## src/rtl/core/postfix_expression_evaluator_macros.svh

```systemverilog
// Assertion macros for the postfix evaluator RTL.
// Used by modules that check their own control logic; expects clk and rst_n in scope.
`ifndef POSTFIX_EXPRESSION_EVALUATOR_MACROS_SVH
`define POSTFIX_EXPRESSION_EVALUATOR_MACROS_SVH

// Consequent must hold in the same cycle as the antecedent.
`define PFX_ASSERT_SAME(lbl, ante, cons, msg) \
  lbl: assert property (@(posedge clk) disable iff (!rst_n) (ante) |-> (cons)) \
    else $error(msg);

// Consequent must hold in the cycle after the antecedent.
`define PFX_ASSERT_NEXT(lbl, ante, cons, msg) \
  lbl: assert property (@(posedge clk) disable iff (!rst_n) (ante) |=> (cons)) \
    else $error(msg);

`endif

```

## src/rtl/core/pfx_pkg.sv

```systemverilog
// Shared constants, types and codes of the postfix evaluator.
// No dependencies; imported by every module of the block except pfx_ram.
`timescale 1ns / 1ps

package pfx_pkg;

  localparam int STACK_DEPTH = 64;
  localparam int VALUE_WIDTH = 48;
  localparam int FRAC_BITS   = 16;
  localparam int OUT_W       = 48;

  localparam int ADDR_W = (STACK_DEPTH > 1) ? $clog2(STACK_DEPTH) : 1;
  localparam int SP_W   = $clog2(STACK_DEPTH + 1);

  // multiplier: magnitudes split in two halves, one half-by-half product per cycle
  localparam int HALF_W = (VALUE_WIDTH + 1) / 2;
  localparam int MAG_W  = 2 * HALF_W;
  localparam int PROD_W = 4 * HALF_W;
  // divider: numerator is the left magnitude shifted up by the fraction bits
  localparam int NUM_W  = VALUE_WIDTH + FRAC_BITS;
  localparam int WIDE_W = (PROD_W > NUM_W) ? PROD_W : NUM_W;
  localparam int CNT_W  = ($clog2(NUM_W) > 3) ? $clog2(NUM_W) : 3;

  // letter position is 5 bits
  localparam int POS_W  = 5;
  localparam int LVX_W  = POS_W + FRAC_BITS + VALUE_WIDTH;

  localparam logic [VALUE_WIDTH-1:0] VAL_MAX = {1'b0, {(VALUE_WIDTH - 1){1'b1}}};
  localparam logic [VALUE_WIDTH-1:0] VAL_MIN = {1'b1, {(VALUE_WIDTH - 1){1'b0}}};

  localparam logic [7:0] CH_LC_BASE   = 8'd96;
  localparam logic [7:0] CH_UC_BASE   = 8'd64;
  localparam logic [7:0] LETTER_COUNT = 8'd26;
  localparam logic [7:0] CH_PLUS      = 8'd43;
  localparam logic [7:0] CH_MINUS     = 8'd45;
  localparam logic [7:0] CH_STAR      = 8'd42;
  localparam logic [7:0] CH_SLASH     = 8'd47;

  typedef enum logic [1:0] {
    OP_ADD,
    OP_SUB,
    OP_MUL,
    OP_DIV
  } op_t;

  typedef struct packed {
    logic under;
    logic over;
    logic divz;
    logic bad;
    logic sat;
  } err_t;

  typedef struct packed {
    logic start;
    op_t  op;
  } alu_req_t;

  typedef struct packed {
    logic done;
    logic sat;
    logic divz;
  } alu_rsp_t;

endpackage

```

## src/rtl/core/pfx_alu.sv

```systemverilog
// Multi-cycle fixed-point arithmetic unit: saturating add/sub, split multiplier,
// restoring divider. Depends on pfx_pkg.
`timescale 1ns / 1ps

module pfx_alu
  import pfx_pkg::*;
(
  input  logic                   clk,
  input  logic                   rst_n,
  input  alu_req_t               req,
  input  logic [VALUE_WIDTH-1:0] left,
  input  logic [VALUE_WIDTH-1:0] right,
  output alu_rsp_t               rsp,
  output logic [VALUE_WIDTH-1:0] result
);

  typedef enum logic [2:0] {
    A_IDLE,
    A_PREP,
    A_MUL,
    A_DIV,
    A_FIN,
    A_DONE
  } alu_state_t;

  localparam logic [CNT_W-1:0] MUL_STEPS = CNT_W'(4);
  localparam logic [CNT_W-1:0] DIV_LAST  = CNT_W'(NUM_W - 1);

  alu_state_t state_r, state_nxt;
  op_t                op_r, op_nxt;
  logic [VALUE_WIDTH-1:0] a_r, a_nxt, b_r, b_nxt;
  logic [VALUE_WIDTH-1:0] res_r, res_nxt;
  logic               sat_r, sat_nxt, divz_r, divz_nxt, neg_r, neg_nxt;
  logic [MAG_W-1:0]   ma_r, ma_nxt, mb_r, mb_nxt;
  logic [MAG_W-1:0]   pp_r, pp_nxt;
  logic [1:0]         pidx_r, pidx_nxt;
  logic [PROD_W-1:0]  acc_r, acc_nxt;
  logic [NUM_W-1:0]   num_r, num_nxt, quo_r, quo_nxt;
  logic [VALUE_WIDTH-1:0] rem_r, rem_nxt;
  logic [CNT_W-1:0]   cnt_r, cnt_nxt;

  // operand split into sign and magnitude
  logic                   na, nb;
  logic [VALUE_WIDTH-1:0] a_neg, b_neg, ma, mb;
  logic [VALUE_WIDTH:0]   sum;
  logic [HALF_W-1:0]      a_half, b_half;
  logic [PROD_W-1:0]      pp_sh;
  logic [VALUE_WIDTH:0]   rem_sh, rem_diff;
  logic                   q_bit;
  logic [WIDE_W-1:0]      mag_w, lim_w, pick_w;
  logic                   fin_sat;
  logic [VALUE_WIDTH-1:0] fin_val;

  always_comb begin
    na    = a_r[VALUE_WIDTH-1];
    nb    = b_r[VALUE_WIDTH-1];
    a_neg = -a_r;
    b_neg = -b_r;
    ma    = na ? a_neg : a_r;
    mb    = nb ? b_neg : b_r;
    if (op_r == OP_SUB) begin
      sum = {a_r[VALUE_WIDTH-1], a_r} - {b_r[VALUE_WIDTH-1], b_r};
    end else begin
      sum = {a_r[VALUE_WIDTH-1], a_r} + {b_r[VALUE_WIDTH-1], b_r};
    end

    a_half = cnt_r[1] ? ma_r[MAG_W-1:HALF_W] : ma_r[HALF_W-1:0];
    b_half = cnt_r[0] ? mb_r[MAG_W-1:HALF_W] : mb_r[HALF_W-1:0];
    case (pidx_r)
      2'd0:    pp_sh = PROD_W'(pp_r);
      2'd3:    pp_sh = PROD_W'(pp_r) << (2 * HALF_W);
      default: pp_sh = PROD_W'(pp_r) << HALF_W;
    endcase

    rem_sh   = {rem_r, num_r[NUM_W-1]};
    q_bit    = rem_sh >= {1'b0, mb_r[VALUE_WIDTH-1:0]};
    rem_diff = rem_sh - {1'b0, mb_r[VALUE_WIDTH-1:0]};

    if (op_r == OP_MUL) begin
      mag_w = WIDE_W'(acc_r >> FRAC_BITS);
    end else begin
      mag_w = WIDE_W'(quo_r);
    end
    // negative side reaches one further than the positive side
    lim_w   = (WIDE_W'(1) << (VALUE_WIDTH - 1)) - WIDE_W'(!neg_r);
    fin_sat = mag_w > lim_w;
    pick_w  = fin_sat ? lim_w : mag_w;
    fin_val = pick_w[VALUE_WIDTH-1:0];
  end

  always_comb begin
    state_nxt = state_r;
    op_nxt    = op_r;
    a_nxt     = a_r;
    b_nxt     = b_r;
    res_nxt   = res_r;
    sat_nxt   = sat_r;
    divz_nxt  = divz_r;
    neg_nxt   = neg_r;
    ma_nxt    = ma_r;
    mb_nxt    = mb_r;
    pp_nxt    = pp_r;
    pidx_nxt  = pidx_r;
    acc_nxt   = acc_r;
    num_nxt   = num_r;
    quo_nxt   = quo_r;
    rem_nxt   = rem_r;
    cnt_nxt   = cnt_r;
    case (state_r)
      A_IDLE: begin
        if (req.start) begin
          op_nxt    = req.op;
          a_nxt     = left;
          b_nxt     = right;
          state_nxt = A_PREP;
        end
      end
      A_PREP: begin
        sat_nxt  = 1'b0;
        divz_nxt = 1'b0;
        ma_nxt   = MAG_W'(ma);
        mb_nxt   = MAG_W'(mb);
        neg_nxt  = na ^ nb;
        cnt_nxt  = '0;
        acc_nxt  = '0;
        rem_nxt  = '0;
        quo_nxt  = '0;
        num_nxt  = NUM_W'(ma) << FRAC_BITS;
        case (op_r)
          OP_ADD, OP_SUB: begin
            if (sum[VALUE_WIDTH] != sum[VALUE_WIDTH-1]) begin
              sat_nxt = 1'b1;
              res_nxt = sum[VALUE_WIDTH] ? VAL_MIN : VAL_MAX;
            end else begin
              res_nxt = sum[VALUE_WIDTH-1:0];
            end
            state_nxt = A_DONE;
          end
          OP_MUL: begin
            state_nxt = A_MUL;
          end
          default: begin
            if (mb == '0) begin
              // sign of the left operand picks the bound
              divz_nxt  = 1'b1;
              res_nxt   = na ? VAL_MIN : VAL_MAX;
              state_nxt = A_DONE;
            end else begin
              state_nxt = A_DIV;
            end
          end
        endcase
      end
      A_MUL: begin
        if (cnt_r < MUL_STEPS) begin
          pp_nxt   = MAG_W'(a_half) * MAG_W'(b_half);
          pidx_nxt = cnt_r[1:0];
        end
        if (cnt_r != '0) begin
          acc_nxt = acc_r + pp_sh;
        end
        cnt_nxt = cnt_r + CNT_W'(1);
        if (cnt_r == MUL_STEPS) begin
          state_nxt = A_FIN;
        end
      end
      A_DIV: begin
        rem_nxt = q_bit ? rem_diff[VALUE_WIDTH-1:0] : rem_sh[VALUE_WIDTH-1:0];
        quo_nxt = {quo_r[NUM_W-2:0], q_bit};
        num_nxt = num_r << 1;
        cnt_nxt = cnt_r + CNT_W'(1);
        if (cnt_r == DIV_LAST) begin
          state_nxt = A_FIN;
        end
      end
      A_FIN: begin
        sat_nxt   = fin_sat;
        res_nxt   = neg_r ? -fin_val : fin_val;
        state_nxt = A_DONE;
      end
      A_DONE: begin
        state_nxt = A_IDLE;
      end
      default: begin
        state_nxt = A_IDLE;
      end
    endcase
  end

  always_ff @(posedge clk) begin
    if (!rst_n) begin
      state_r <= A_IDLE;
    end else begin
      state_r <= state_nxt;
    end
    op_r   <= op_nxt;
    a_r    <= a_nxt;
    b_r    <= b_nxt;
    res_r  <= res_nxt;
    sat_r  <= sat_nxt;
    divz_r <= divz_nxt;
    neg_r  <= neg_nxt;
    ma_r   <= ma_nxt;
    mb_r   <= mb_nxt;
    pp_r   <= pp_nxt;
    pidx_r <= pidx_nxt;
    acc_r  <= acc_nxt;
    num_r  <= num_nxt;
    quo_r  <= quo_nxt;
    rem_r  <= rem_nxt;
    cnt_r  <= cnt_nxt;
  end

  assign rsp.done = (state_r == A_DONE);
  assign rsp.sat  = sat_r;
  assign rsp.divz = divz_r;
  assign result   = res_r;

endmodule

```

## config.mk

```make
export PLATFORM = sky130hd
export DESIGN_NAME = pfx_alu
export DESIGN_NICKNAME = d
export VERILOG_FILES = /design/src/rtl/core/postfix_expression_evaluator_macros.svh /design/src/rtl/core/pfx_pkg.sv /design/src/rtl/core/pfx_alu.sv
export SDC_FILE = /design/constraint.sdc
export NUM_CORES = 2
export LEC_CHECK = 0
export BUFFER_PORTS_ARGS = -buffer_cell sky130_fd_sc_hd__clkbuf_2
export CORE_ASPECT_RATIO = 0.7
export CORE_MARGIN = 4
export CORE_UTILIZATION = 55
export DETAILED_ROUTE_END_ITERATION = 10
export PLACE_DENSITY = 0.75
export SYNTH_ARGS = -nofsm -noshare
export SYNTH_HDL_FRONTEND = slang
export SYNTH_SLANG_ARGS = --single-unit
```

## constraint.sdc

```tcl
create_clock -name clk -period 10.8 [get_ports clk]
set_clock_uncertainty 0.05 [all_clocks]
set_input_delay 0 -clock clk [delete_from_list [all_inputs] [get_ports clk]]
set_output_delay 0 -clock clk [all_outputs]
set_load 0.05 [all_outputs]
```

==> flow_summary_export.csv <==
group,metric,value,unit
floorplanning,die_area,110000,µm²
routing,drt_first_pass_iters,8,
placement,pre_cts_slack,1530,ps
sta,crit_path_time_final,9390,ps
sta,timing.final.setup_violations,0,
routing,post_detailed_route_count_of_antenna_violating_nets,0,
synth,synth_area_per_cell,9.18,µm²
synth,number_of_storage_elements_in_the_synthesis_netlist,560,
worst_setup_path,critical_path.max_fanout,49,
sta,final-hold-violation-count,0,
placement,post_dp_cell_area,59700,µm²
grt,antenna_found_initial,7,
worst_setup_path,critical_path.slowest_cell,"sky130_fd_sc_hd__a21boi_1",
clock_network,tritoncts,"done",
sta,final.setup.tns,0,ps
synth,synth-seq-area-share,0.292,
final_layout,register_area,16800,µm²
worst_setup_path,worstRegToRegCells,31,
final_layout,post-route-cell-area,63600,µm²
sta,finalHoldWorstSlack,29.7,ps
final_layout,layout.cells.most_common_list,"sky130_fd_sc_hd__nor2_1, sky130_fd_sc_hd__inv_1, sky130_fd_sc_hd__nand2_1",
final_layout,final_nets,7466,
sta,maxSlewViolCount,0,
clock_network,cts_buffers,58,
routing,num_vias,49375,
clock_network,cts_sinks,560,
placement,hpwlAfterDp,153,mm
synth,yosys_warnings,0,
placement,portBuffers,151,
floorplanning,io_pins,152,
worst_setup_path,critical_path.max_stage_delay,680,ps
clock_network,clk_latency,700,ps
final_layout,final_common_cell,"sky130_fd_sc_hd__nor2_1",
outcome,status,"finished clean",
floorplanning,initial_core_util,0.559,
worst_setup_path,required,11130,ps
floorplanning,die_w,395,µm
synth,synth_edf_count,557,
routing,viasPerCell,6.28,
worst_setup_path,cp_common_cell,"sky130_fd_sc_hd__fa_1",
final_layout,fillerInstances,8652,
grt,grtUsageTotal,0.352,
placement,gp_congestion,1.04,
synth,synth_top_flop_cell,"sky130_fd_sc_hd__edfxtp_1",
routing,wirelength,198,mm
worst_setup_path,critical_path_class,"reg -> reg",
worst_setup_path,worst-endpoint-arrival,9710,ps
final_layout,area_delta_synth_final,10.4,%
sta,max_clock_freq,107,MHz
routing,remaining_drc_errors,0,
worst_setup_path,critical_path.endpoint_type,"register",
sta,min_period_over_period,0.869,
clock_network,ctsLongestPathBuffers,3,
grt,first_pass_grt_wire_length,295,mm
clock_network,htree_levels,2,
min_path,hold_path.class,"in -> reg",
worst_setup_path,start_kind,"register",
min_path,hold_depth,2,
grt,gr-total-overflow,0,
floorplanning,std_cell_core_area,103000,µm²
synth,synth.lib_cells_used.distinct,88,
routing,detail_route.wl_per_cell,25.2,µm
floorplanning,fp.dieH,279,µm
clock_network,cts_resized,0,
sta,actual_slew_at_the_worst_max_slew_pin,1200,ps
synth,synthesis.instances,6272,
grt,grt_start_max_net_pins,96,
routing,drt_first_iter_violations,6589,
clock_network,clock_tree.root_cell,"sky130_fd_sc_hd__clkbuf_16",
sta,postLayoutSetupSlackWorst,1410,ps
clock_network,path_clk_slew,80,ps
sta,slew_headroom,0.201,
floorplanning,placement_rows,98,
sta,grt_setup_unrepaired,"no",
synth,postSynth.asyncResetShare,0,
synth,syn_area,57500,µm²
synth,synth_nets,7279,
flow_run,drv_cap,0,
final_layout,multi_input_comb_area,37000,µm²
final_layout,layout-drive-gt1-share,0.0695,
grt,grt_pass1_vias,47211,
==> cells by family (layout without fill, tap and decap cells) <==
logic type	Yosys count	after routing	share of synthesized area
xor+xnor	382	382	0.0581
fa+ha+maj	906	906	0.260
flops	560	560	0.292
simple gates	2007	2007	0.158
compound gates	1222	1222	0.135
other cells	0	1	0
mux	160	160	0.0289
buf+inv	1035	1270	0.0681
==> per-layer routing <==
metal,vias up,part of all wire,global-route usage
met1,23871,0.42,0.529
met4,2,0.041,0.118
li1,21808,-,-
met5,-,0.000071,0
met3,458,0.15,0.115
met2,3236,0.39,0.473
==> what timing repair did <==
action / in CTS / in global routing
hold buffers: 181 / 0
setup endpoints to repair: 0 / 0
endpoints found under the hold margin: 101 / 0
buffers inserted: 0 / 0
==> final timing paths <==
path                            slack, ps        end      start
worst max-delay path                 1410   pp_r[47]   cnt_r[0]
worst min-delay path                   30    a_r[19]   left[19]
worst max register to register       1410   pp_r[47]   cnt_r[0]
worst min register to register        470  num_r[48]  num_r[47]
==> flip-flops by register name, indices dropped and copies added (netlist names), 6 cells and up <==
name	cells
a_r	48
acc_r	96
b_r	48
cnt_r	6
ma_r	48
mb_r	48
num_r	48
pp_r	48
quo_r	64
rem_r	48
result	48
==> metrics by stage <==
stage,utilization,instances
floorplan,-,6272
global placement,0.580,7568
detailed placement,0.580,7568
CTS,0.617,7857
global route,0.617,7857
finish,0.617,7858
==> Yosys cell counts (all sizes together) (11+ instances only) <==
| master | instances | area (µm²) |
|---|---|---|
| nor2 | 731 | 2740 |
| inv | 727 | 2730 |
| nand2 | 636 | 2390 |
| edfxtp | 557 | 16700 |
| fa | 485 | 9710 |
| ha | 421 | 5270 |
| a21oi | 332 | 1660 |
| o21ai | 322 | 1610 |
| clkbuf | 267 | 1000 |
| xnor2 | 261 | 2290 |
| xor2 | 121 | 1060 |
| a21o | 117 | 878 |
| mux2i | 114 | 1140 |
| nand3 | 106 | 531 |
| and3 | 94 | 588 |
| and2 | 81 | 507 |
| nand2b | 64 | 408 |
| nand4 | 59 | 369 |
| nor3 | 59 | 300 |
| o21bai | 50 | 375 |
| mux2 | 46 | 522 |
| o31ai | 46 | 378 |
| a31oi | 45 | 288 |
| buf | 41 | 185 |
| nor2b | 41 | 257 |
| o211ai | 38 | 285 |
| nor4 | 36 | 255 |
| a211oi | 35 | 263 |
| or3 | 35 | 224 |
| o41ai | 29 | 269 |
| o21a | 28 | 210 |
| a21boi | 25 | 188 |
| a22o | 23 | 201 |
| or2 | 17 | 106 |
| or4 | 17 | 135 |
| o221ai | 13 | 114 |
| o31a | 12 | 105 |
| o22ai | 11 | 68.8 |
==> worst max-delay path: cells and delay by family, from the launching register on <==
family | cells | cell delay [ps]
adders and majority gates | 8 | 3980
AOI/OAI and AO/OA | 10 | 2950
buffers and inverters | 8 | 800
and+or+nand+nor | 4 | 780
DFF | 1 | 400
xor gates and xnor gates | 1 | 120
==> cell type report <==
| class | count | area share |
|---|---|---|
| Multi-Input combinational cell | 4677 | 0.582 |
| Sequential cell | 560 | 0.264 |
| Timing Repair Buffer | 435 | 0.0526 |
| Inverter | 727 | 0.0430 |
| Tap cell | 1350 | 0.0266 |
| Clock buffer | 60 | 0.0230 |
| Clock inverter | 48 | 0.00892 |
| Antenna cell | 1 | 0.0000394 |
Power is left out: the tool's default activity adds up to more than one toggle a clock period on the data nets, which glitch-free logic cannot reach.
