## config.mk

```make
export PLATFORM = sky130hd
export DESIGN_NAME = pfx_ram
export DESIGN_NICKNAME = d
export VERILOG_FILES = /design/src/rtl/core/postfix_expression_evaluator_macros.svh /design/src/rtl/core/pfx_ram.sv
export SDC_FILE = /design/constraint.sdc
export NUM_CORES = 1
export LEC_CHECK = 0
export ABC_AREA = 0
export BUFFER_PORTS_ARGS = -buffer_cell sky130_fd_sc_hd__clkbuf_2
export CORE_MARGIN = 5
export CORE_UTILIZATION = 40
export CTS_BUF_LIST = sky130_fd_sc_hd__clkbuf_4
export DETAILED_ROUTE_END_ITERATION = 6
export HOLD_SLACK_MARGIN = 0.03
export SLEW_MARGIN = 0
export SYNTH_ARGS = -nofsm -noshare
export SYNTH_HDL_FRONTEND = slang
export SYNTH_SLANG_ARGS = --single-unit
```

## constraint.sdc

```tcl
create_clock -name clk -period 2.8 [get_ports clk]
set_input_delay 0.28 -clock clk [delete_from_list [all_inputs] [get_ports clk]]
set_output_delay 0.28 -clock clk [all_outputs]
set_load 0.005 [all_outputs]
```

## src/rtl/core/postfix_expression_evaluator_macros.svh

```systemverilog
// Assertion macros for the postfix evaluator RTL.
// Used by modules that check their own control logic; expects clk and rst_n in scope.
`ifndef POSTFIX_EXPRESSION_EVALUATOR_MACROS_SVH
`define POSTFIX_EXPRESSION_EVALUATOR_MACROS_SVH

// Consequent must hold in the same cycle as the antecedent.
`define PFX_ASSERT_SAME(lbl, ante, cons, msg) \
  lbl: assert property (@(posedge clk) disable iff (!rst_n) (ante) |-> (cons)) \
    else $error(msg);

// Consequent must hold in the cycle after the antecedent.
`define PFX_ASSERT_NEXT(lbl, ante, cons, msg) \
  lbl: assert property (@(posedge clk) disable iff (!rst_n) (ante) |=> (cons)) \
    else $error(msg);

`endif

```

## src/rtl/core/pfx_ram.sv

```systemverilog
// Generic single-port-write, single-port-read RAM with registered read data.
// No dependencies.
`timescale 1ns / 1ps

module pfx_ram #(
  parameter int WIDTH = 8,
  parameter int DEPTH = 16
) (
  input  logic                                    clk,
  input  logic                                    we,
  input  logic [((DEPTH > 1) ? $clog2(DEPTH) : 1)-1:0] waddr,
  input  logic [WIDTH-1:0]                        wdata,
  input  logic [((DEPTH > 1) ? $clog2(DEPTH) : 1)-1:0] raddr,
  output logic [WIDTH-1:0]                        rdata
);

  logic [WIDTH-1:0] mem [DEPTH];

  always_ff @(posedge clk) begin
    if (we) begin
      mem[waddr] <= wdata;
    end
    rdata <= mem[raddr];
  end

endmodule

```

==> reports/qor.yml, run 1 <==
drt:
  num_vias: 2374
  drtIter0Drc: 221
  wirelength_mm: 9.10
  vias_per_cell: 5.12
  wire_per_inst_um: 19.6
  drc: 0
  ant_nets: 0
  first_pass_iters: 4
final_layout:
  fin_area_mm2: 0.00585
  fill_cells: 1100
  nets: 296
  drive_above_1_share_pct: 30.2
  layout_common_cells: "edfxtp_1, clkbuf_2, mux4_2, clkbuf_4, a22oi_1"
  area_growth_pct: 13.6
  utilization_pct: 46.3
  layout_commonest_cell: "edfxtp_1"
worst_setup_path:
  crit_type: "reg2reg"
  cp_max_fo: 1
  reg2reg_slack_ns: 1.41
  slowest_stage: "mux4_1"
  cp-start-kind: "register"
  worstPathArrival_ns: 1.78
  cp.required_ns: 3.20
  critPathMaxStageDelay_ns: 0.54
  end_kind: "register"
  cp_cell_sequence: "mux4_1 > a22oi_1 > nand2_1"
yosys:
  ys_seq_elements: 136
  avgSynthCellArea_um2: 22.5
  synth_cells: 229
  ys_types: 19
  synth_warnings: 0
  ys_seq_area_share_pct: 77.8
  syn_nets: 247
  syn_area_mm2: 0.00515
sta:
  skew_ns: 0.0110
  hold_viol: 0
  rsz0062_at_grt: "no"
  whs_ns: 0.194
  fin_crit_ns: 1.39
  timing.fmax_mhz: 722
  slew-limit-headroom_pct: 48.5
  fin_crit_sh_pct: 49.5
  tns_ns: 0
  worstMarginPinSlew_ns: 0.770
  drv_slew: 0
  setup_viol: 0
cts:
  cts.clk_slew.worst_paths_ns: 0.11
  clock_path_buffers: 2
  root_buffer: "clkbuf_4"
  ctsHoldBuffers: 0
  clock_latency_ns: 0.51
  cts_setup_buffers: 0
  htree_levels: 4
  cts_resized: 0
  cts_buffers: 17
  cts_tree: "yes"
  cts_num_sinks: 136
grt:
  overflow: 0
  grt_pass1_vias: 2435
  grt_max_degree: 33
  grt.total_usage_pct: 13.4
  grt_pass1_wl_mm: 14.2
  antenna_found_initial: 1
power_and_ir_drop:
  total_power_mw: 3.85
  power_density_mw_per_mm2: 659
  vdd_drop_max_v: 0.000208
  leakage_nw: 1.94
placement:
  placed_area_mm2: 0.00553
  port_buffers: 25
  dp_hpwl_mm: 5.94
  place_congestion: 0.714
floorplanning:
  die_w_um: 123
  core-area_mm2: 0.0126
  initial_core_util_pct: 40.8
  pin_count: 26
  die_area_mm2: 0.0152
  die_h_um: 123
  rows: 41
outcome:
  status: "completed"
job:
  cap_violations: 0
worst_hold_path:
  hold_path_class: "in2reg"
==> stage by stage <==
step,setup slack [ns],cells
final,1.41,464
after detailed placement,0.983,431
after global placement,1.00,431
after CTS,1.42,463
after global routing,1.33,464
after floorplan,1.03,229
==> registers in the layout, indices dropped and copies added (netlist names) <==
signal / cells
rdata: 8
mem: 128
==> worst paths after layout <==
check,start,to,cells past startpoint
min reg2reg,mem[12][6],rdata[6],3
max reg2reg,mem[5][0],rdata[0],3
max,mem[5][0],rdata[0],3
min,wdata[1],mem[5][1],1
==> Yosys cell counts <==
cell type        count  share of area, %
dfxtp_1              8               3.1
nand3b_1             2              0.29
buf_4                1              0.15
and2b_1              1              0.15
or3b_2               1              0.17
buf_2                3              0.29
buf_6                3              0.66
nand2b_1             2              0.24
nand3_1              1             0.097
nand2_1              9              0.66
mux4_1              14               7.1
clkdlybuf4s25_2      3              0.58
nor2_1              13              0.95
a22oi_1             16               2.3
edfxtp_1           128                75
and2_1               1              0.12
nor3_1               4              0.39
mux4_2              18               7.9
nor2b_1              1              0.12
==> worst max-delay path: cells and delay by family, from the launching register on <==
kind            cells  cell delay, ns
mux                 1            0.54
flops               1            0.37
compound gates      1            0.27
simple gates        1            0.10
==> power breakdown <==
| group | total, mW | internal [mW] | switching, mW |
|---|---|---|---|
| registers | 2.28 | 2.27 | 0.0113 |
| clock network | 1.37 | 0.709 | 0.661 |
| logic | 0.201 | 0.0881 | 0.112 |
| total | 3.85 | 3.07 | 0.785 |
==> layer usage <==
layer  track usage (%)  vias up  part of all wire (%)
met4              6.51        0                   2.2
met5                 0        -                     0
met3              3.93       15                   2.7
li1                  -     1076                     -
met1              16.7     1234                    44
met2              21.4       49                    52
==> cell type report <==
type	count	area (um^2)	area share [%]
flip-flops and latches	136	4000	68.5
clock buffers	18	135	2.31
repair buffers	40	250	4.28
clock inverters	14	181	3.10
multi-input cells	83	1060	18.1
well taps	172	215	3.68
diodes	1	2.50	0.0428
==> cell families after synthesis <==
family | count (synthesis) | share of synthesized area (%)
AO/OA/AOI/OAI | 16 | 2.33
multiplexers | 32 | 15.0
AND/OR/NAND/NOR | 35 | 3.18
buffers and inverters | 10 | 1.68
flip-flops | 136 | 77.8
(Power assumes the default switching activity.)
==> run 2, diff against run 1 <==
- ABC_AREA: 0 -> 1
- clock period: 2.8 -> 1.4 ns (I/O delays scaled with it)
==> run 2 against run 1 <==
Register-to-register slack got worse by 1.0 ns. Design area is 11% higher. Final cell count rose by 71%. Non-clock buffer count is 12 higher. Total power is 100% higher.
==> reports/qor.yml, run 2 <==
outcome:
  status: "completed"  # unchanged
drt:
  num_vias: 3792  # was 2,374
  vias_per_cell: 4.79  # was 5.12
  first_pass_iters: 7  # was 4
  drc: 0  # unchanged
  wirelength_mm: 12.7  # was 9.10 mm
  drtIter0Drc: 348  # was 221
  ant_nets: 0  # unchanged
  wire_per_inst_um: 16.0  # was 19.6 um
yosys:
  ys_seq_area_share_pct: 69.4  # was 77.8%
  syn_nets: 569  # was 247
  ys_seq_elements: 136  # unchanged
  avgSynthCellArea_um2: 10.5  # was 22.5 um^2
  synth_top_cell_by_area: "edfxtp_1"  # unchanged
  ys_types: 12  # was 19
  synth_warnings: 0  # unchanged
  ys.flop_type: "edfxtp_1"  # unchanged
  synth_edf_count: 128  # unchanged
  yosys.cell_count.top_type: "nand2_1"  # was edfxtp_1
  synth_cells: 551  # was 229
  netlist_top_cells_area: "edfxtp_1, nand2_1, nand3_1"  # was edfxtp_1, mux4_2, mux4_1
  synth_commonest_cells: "nand2_1, edfxtp_1, inv_1"  # was edfxtp_1, mux4_2, a22oi_1
  netlist.area_leader.share_pct: 66.7  # was 74.7%
  async_reset_ff_share_pct: 0  # unchanged
  syn_area_mm2: 0.00577  # was 0.00515 mm^2
grt:
  grt_pass1_wl_mm: 20.1  # was 14.2 mm
  antenna_found_initial: 1  # unchanged
  grt.total_usage_pct: 16.1  # was 13.4%
  overflow: 0  # unchanged
  grt_pass1_vias: 3600  # was 2,435
  grt_max_degree: 65  # was 33
worst_setup_path:
  worst-path-buf-inv: 1  # was 0
  end_kind: "output pin"  # was register
  slowest_stage: "dfxtp_1"  # was mux4_1
  timing.rr.start: "mem[11][4]"  # was mem[5][0]
  worst-path-stages: 1  # was 3
  crit_family: "flip-flops"  # was multiplexers
  timing.rr.end: "rdata[4]"  # was rdata[0]
  cp-start-kind: "register"  # unchanged
  cp_cell_sequence: "clkbuf_2"  # was mux4_1 > a22oi_1 > nand2_1
  worstPathArrival_ns: 1.02  # was 1.78 ns
  worstRegToRegCells: 6  # was 3
  reg2reg_slack_ns: 0.38  # was 1.41 ns
  critPathMaxStageDelay_ns: 0.37  # was 0.54 ns
  cp_max_fo: 1  # unchanged
  crit_type: "reg2out"  # was reg2reg
  cp.required_ns: 1.26  # was 3.20 ns
power_and_ir_drop:
  leakage_nw: 2.84  # was 1.94 nW
  power_density_mw_per_mm2: 1190  # was 659 mW/mm^2
  total_power_mw: 7.73  # was 3.85 mW
  vdd_drop_max_v: 0.000514  # was 0.000208 V
sta:
  fin_crit_ns: 1.16
  rsz0062_at_grt: "no"  # unchanged
  fin_ws_ns: 0.241  # was 1.41 ns
  timing.fmax_mhz: 863
  setup_viol: 0  # unchanged
  slew-limit-headroom_pct: 72.4  # was 48.5%
  worstMarginPinSlew_ns: 0.415  # was 0.770 ns
  tns_ns: 0  # unchanged
  fin_crit_sh_pct: 82.8
  hold_viol: 0  # unchanged
  skew_ns: 0.0140  # was 0.0110 ns
  drv_slew: 0  # unchanged
placement:
  dp_hpwl_mm: 7.87  # was 5.94 mm
  pre_cts_ws_ns: 0.174  # was 0.983 ns
  post-place-cells: 757  # was 431
  place_congestion: 0.836  # was 0.714
  placed_area_mm2: 0.00620  # was 0.00553 mm^2
  port_buffers: 25  # unchanged
final_layout:
  fin_area_mm2: 0.00651  # was 0.00585 mm^2
  area_growth_pct: 12.8  # was 13.6%
  layout_commonest_cell: "nand2_1"  # was edfxtp_1
  layout_common_cells: "nand2_1, edfxtp_1, inv_1"  # was edfxtp_1, clkbuf_2, mux4_2, clkbuf_4, a22oi_1
  largest-register: "mem"  # unchanged
  reg.largest.list: "mem: 128 flops, rdata: 8 flops"  # unchanged
  layout.cells.non_filler: 792  # was 464
  largest_reg_flops: 128  # unchanged
  drive_above_1_share_pct: 13.3  # was 30.2%
  nets: 616  # was 296
worst_hold_path:
  worstHoldPathCells: 1  # unchanged
  hold_path_class: "in2reg"  # unchanged
  hp-start: "wdata[7]"  # was wdata[1]
  min_to: "mem[12][7]"  # was mem[5][1]
floorplanning:
  die_h_um: 130  # was 123 um
  initial_core_util_pct: 41.2  # was 40.8%
  pin_count: 26  # unchanged
  die_w_um: 130  # was 123 um
  die_area_mm2: 0.0169  # was 0.0152 mm^2
  rows: 43  # was 41
  core-area_mm2: 0.0140  # was 0.0126 mm^2
cts:
  cts.clk_slew.worst_paths_ns: 0.12  # was 0.11 ns
  cts_num_sinks: 136  # unchanged
  root_buffer: "clkbuf_4"  # unchanged
  clock_latency_ns: 0.53  # was 0.51 ns
  clock_path_buffers: 2  # unchanged
  htree_levels: 4  # unchanged
  cts_setup_buffers: 0  # unchanged
  cts_tree: "yes"  # unchanged
  cts_buffers: 17  # unchanged
job:
  cap_violations: 0  # unchanged
==> run 2: changes by cell type after synthesis, moves of 3 or more <==
cell / change
nor2_1: +4
buf_6: +3
buf_2: +10
a22oi_1: -16
nand3_1: +96
clkdlybuf4s25_2: -3
inv_1: +100
mux4_2: -18
nand2_1: +164
nor3_1: -4
mux4_1: -14
buf_4: +3
==> run 2: worst max-delay path by stage <==
stage              from    endpoint  slack (ns)
2_1_floorplan  waddr[2]  mem[10][0]        0.31
3_3_place_gp   raddr[0]    rdata[4]        0.18
3_5_place_dp   raddr[0]    rdata[5]        0.17
4_1_cts        rdata[0]    rdata[0]        0.17
5_1_grt        rdata[0]    rdata[0]        0.14
6_report       rdata[0]    rdata[0]        0.24
==> run 2: kinds of logic after synthesis <==
family | after synthesis | synth area share, %
flops | 136 | 69.4
simple gates | 289 | 21.0
buf+inv | 126 | 9.52
==> run 2: layer usage <==
| layer | vias to the layer above | GRT usage [%] | wire [um] | share of wire (%) |
|---|---|---|---|---|
| li1 | 1873 | - | - | - |
| met1 | 1835 | 21.6 | 5820 | 46 |
| met2 | 70 | 25.3 | 6160 | 48 |
| met3 | 14 | 4.13 | 528 | 4.2 |
| met4 | 0 | 5.68 | 188 | 1.5 |
| met5 | - | 0 | 0 | 0 |
==> run 2: where the power goes <==
part           switching, mW  total, mW  leakage [nW]  internal (mW)
Clock                   1.32       2.59         0.159           1.26
Sequential            0.0253       4.57          1.22           4.54
Combinational          0.384      0.571          1.46          0.187
Total                   1.73       7.73          2.84           5.99
==> run 2: layout make-up <==
class | instances | area [um^2]
sequential | 136 | 4000
clock inverter | 12 | 134
tap | 180 | 225
multi-input combinational | 289 | 1210
fill | 1289 | 7480
antenna | 1 | 2.50
inverter | 102 | 383
clock buffer | 20 | 150
timing repair buffer | 52 | 395
==> run 2: worst reg2reg max path, cell delays in order, from the launching register on <==
cell and delay [ns]:
edfxtp_1 0.38, inv_1 0.06, nand2_1 0.05, nand3_1 0.09, nand3_1 0.12, nand3_1 0.15
nand2_1 0.07
==> run 2: timing repair <==
action | 4_1_cts | 5_1_grt
hold buffers | 1 | 1
hold endpoints to repair | 13 | 1
resized for setup | 0 | 0
==> run 2: metrics by stage <==
| step | hold slack, ns | utilization, % |
|---|---|---|
| floorplan | 0.239 | - |
| global placement | 0.520 | 44.3 |
| detailed placement | 0.519 | 44.3 |
| CTS | 0.0365 | 46.4 |
| global route | 0.0348 | 46.5 |
| finish | 0.0804 | 46.5 |
==> run 3, diff against run 2 <==
- ABC_AREA: 1 -> 0
- clock period: 1.4 -> 1 ns (I/O delays scaled with it)
==> run 3 against run 2 <==
The flow now finishes with violations (negative setup slack). First-iteration DRC count shrank 45%. Combinational power grew 33%. Non-clock buffer count grew 19. Routed wire length shrank 23%. Clock power grew 14%.
==> reports/qor.yml, run 3 (same netlist as run 1, synthesis figures left out) <==
placement:
  port_buffers: 25  # unchanged
  pre_cts_ws_ns: -0.514  # was 0.174 ns
  dp_hpwl_mm: 6.79  # was 7.87 mm
  placed_area_mm2: 0.00589  # was 0.00620 mm^2
  place_congestion: 0.721  # was 0.836
cts:
  cts_setup_buffers: 0  # unchanged
  cts_buffers: 17  # unchanged
  cts.clk_slew.worst_paths_ns: 0.11  # was 0.12 ns
  root_buffer: "clkbuf_4"  # unchanged
  cts_num_sinks: 136  # unchanged
  htree_levels: 4  # unchanged
  clock_latency_ns: 0.53  # about the same
  cts_tree: "yes"  # unchanged
  clock_path_buffers: 2  # unchanged
power_and_ir_drop:
  p_sw_mw: 2.16  # was 1.73 mW
  p_int_mw: 7.95  # was 5.99 mW
  power_frac_seq_pct: 63.5  # was 59.1%
  vdd_drop_max_v: 0.000595  # was 0.000514 V
  power_frac_clock_pct: 29.0  # was 33.5%
  p_comb_share_pct: 7.5  # was 7.4%
  power_density_mw_per_mm2: 1610  # was 1190 mW/mm^2
  leakage_nw: 2.08  # was 2.84 nW
  switching_share_pct: 21.3  # was 22.4%
final_layout:
  drive_above_1_share_pct: 49.1  # was 13.3%
  layout_common_cells: "edfxtp_1, mux4_2, clkbuf_4"  # was nand2_1, edfxtp_1, inv_1
  fin_area_mm2: 0.00627  # was 0.00651 mm^2
  layout_commonest_cell: "edfxtp_1"  # was nand2_1
  reg.largest.list: "mem: 128 flops, rdata: 8 flops"  # unchanged
  area_growth_pct: 21.9  # was 12.8%
  largest_reg_flops: 128  # unchanged
  nets: 327  # was 616
  largest-register: "mem"  # unchanged
floorplanning:
  core-area_mm2: 0.0126  # was 0.0140 mm^2
  die_w_um: 123  # was 130 um
  pin_count: 26  # unchanged
  initial_core_util_pct: 40.8  # was 41.2%
  die_h_um: 123  # was 130 um
  die_area_mm2: 0.0152  # was 0.0169 mm^2
  rows: 41  # was 43
worst_setup_path:
  worstPathArrival_ns: 1.68  # was 1.02 ns
  reg2reg_slack_ns: -0.27  # was 0.38 ns
  cp-start-kind: "register"  # unchanged
  end_kind: "register"  # was output pin
  slowest_stage: "mux4_2"  # was dfxtp_1
  crit_start: "mem[2][6]"  # was rdata[0]
  cp.required_ns: 1.41  # was 1.26 ns
  crit_type: "reg2reg"  # was reg2out
  cp_max_fo: 1  # unchanged
  timing.rr.start: "mem[2][6]"  # was mem[11][4]
  timing.rr.end: "rdata[6]"  # was rdata[4]
  crit_family: "multiplexers"  # was flip-flops
  worstRegToRegCells: 3  # was 6
  worst-path-buf-inv: 0  # was 1
  critPathMaxStageDelay_ns: 0.47  # was 0.37 ns
  cp_cell_sequence: "mux4_2 > a22oi_2 > nand2_1"  # was clkbuf_2
grt:
  grt_max_degree: 17  # was 65
  antenna_found_initial: 1  # unchanged
  overflow: 0  # unchanged
  grt_pass1_wl_mm: 15.0  # was 20.1 mm
  grt_pass1_vias: 2619  # was 3,600
  grt.total_usage_pct: 14.3  # was 16.1%
sta:
  setup_viol: 16  # was 0
  fin_crit_sh_pct: 127
  worstMarginPinSlew_ns: 0.938  # was 0.415 ns
  fin_ws_ns: -0.273  # was 0.241 ns
  slew-limit-headroom_pct: 37.2  # was 72.4%
  tns_ns: -2.48  # was 0 ns
  rsz0062_at_grt: "yes"  # was no
  drv_slew: 0  # unchanged
  skew_ns: 0.0180  # was 0.0140 ns
  fin_crit_ns: 1.27
  timing.fmax_mhz: 786
  hold_viol: 0  # unchanged
worst_hold_path:
  hold_path_class: "in2reg"  # unchanged
  hp-start: "raddr[1]"  # was wdata[7]
  worstHoldPathCells: 4  # was 1
  min_to: "rdata[0]"  # was mem[12][7]
drt:
  drtIter0Drc: 193  # was 348
  num_vias: 2464  # was 3,792
  wirelength_mm: 9.74  # was 12.7 mm
  ant_nets: 0  # unchanged
  wire_per_inst_um: 19.7  # was 16.0 um
  first_pass_iters: 4  # was 7
  drc: 0  # unchanged
  vias_per_cell: 4.98  # was 4.79
outcome:
  failed_checks: "negative setup slack"
  status: "complete, but fails checks"  # was completed
job:
  cap_violations: 0  # unchanged
[run 3: changes by cell type in the layout (fill, tap and decap cells not counted), moves of 8 or more]
cell	previous run	this run
a22oi_2	0	9
buf_12	5	14
inv_1	100	0
mux4_2	0	32
nand2_1	173	9
nand3_1	97	1
nor2_1	17	2
nor2_2	0	8
[run 3: stage by stage]
stage	total power, mW	hold slack, ns	utilization, %	instances
after floorplan	6.89	0.199	-	229
final	10.1	0.169	49.7	495
after global routing	10.5	0.140	49.7	495
after CTS	10.2	0.109	49.5	494
after global placement	7.24	0.492	46.7	454
after detailed placement	7.25	0.494	46.7	454
[run 3: what timing repair did]
action | in CTS | in global routing
pin swaps | 6 | 4
hold endpoints to repair | 128 | 0
endpoints found under the setup margin | 16 | 16
gates resized for setup | 15 | 6
hold buffers | 8 | 0
[run 3: layout make-up]
class                      instances  area, um^2
clock inverter                     6        28.8
timing repair buffer              71         684
antenna                            1        2.50
clock buffer                      26         195
fill                            1064        6350
multi-input combinational         83        1130
sequential                       136        4010
tap                              172         215
[run 3: per-layer routing]
layer  global-route usage (%)  share of wire, %  wire length (um)  vias to the layer above
met5                        0                 0                 0                        -
met3                     3.48               5.6               542                       16
met1                     19.0                44              4300                     1259
met4                     6.64               2.0               195                        0
li1                         -                 -                 -                     1127
met2                     22.3                48              4700                       62
[run 3: worst min-delay path, stage by stage]
cell	delay [ns]
clkbuf_2	0.19
mux4_2	0.25
a22oi_2	0.07
nand2_1	0.06
[run 3: worst max-delay path by stage]
stage,slack [ns],end,cells after the start
after floorplan,-0.20,mem[0][0],2
after global placement,-0.52,rdata[2],5
after detailed placement,-0.51,rdata[2],5
after CTS,-0.28,rdata[5],3
after global routing,-0.31,rdata[5],3
final,-0.27,rdata[6],3
[run 3: power by group through the flow]
stage | clock network [mW] | registers [mW] | logic [mW]
finish | 2.94 | 6.42 | 0.758
global route | 3.27 | 6.43 | 0.827
CTS | 3.03 | 6.42 | 0.758
detailed placement | 0 | 6.54 | 0.709
global placement | 0 | 6.54 | 0.698
floorplan | 0 | 6.52 | 0.372
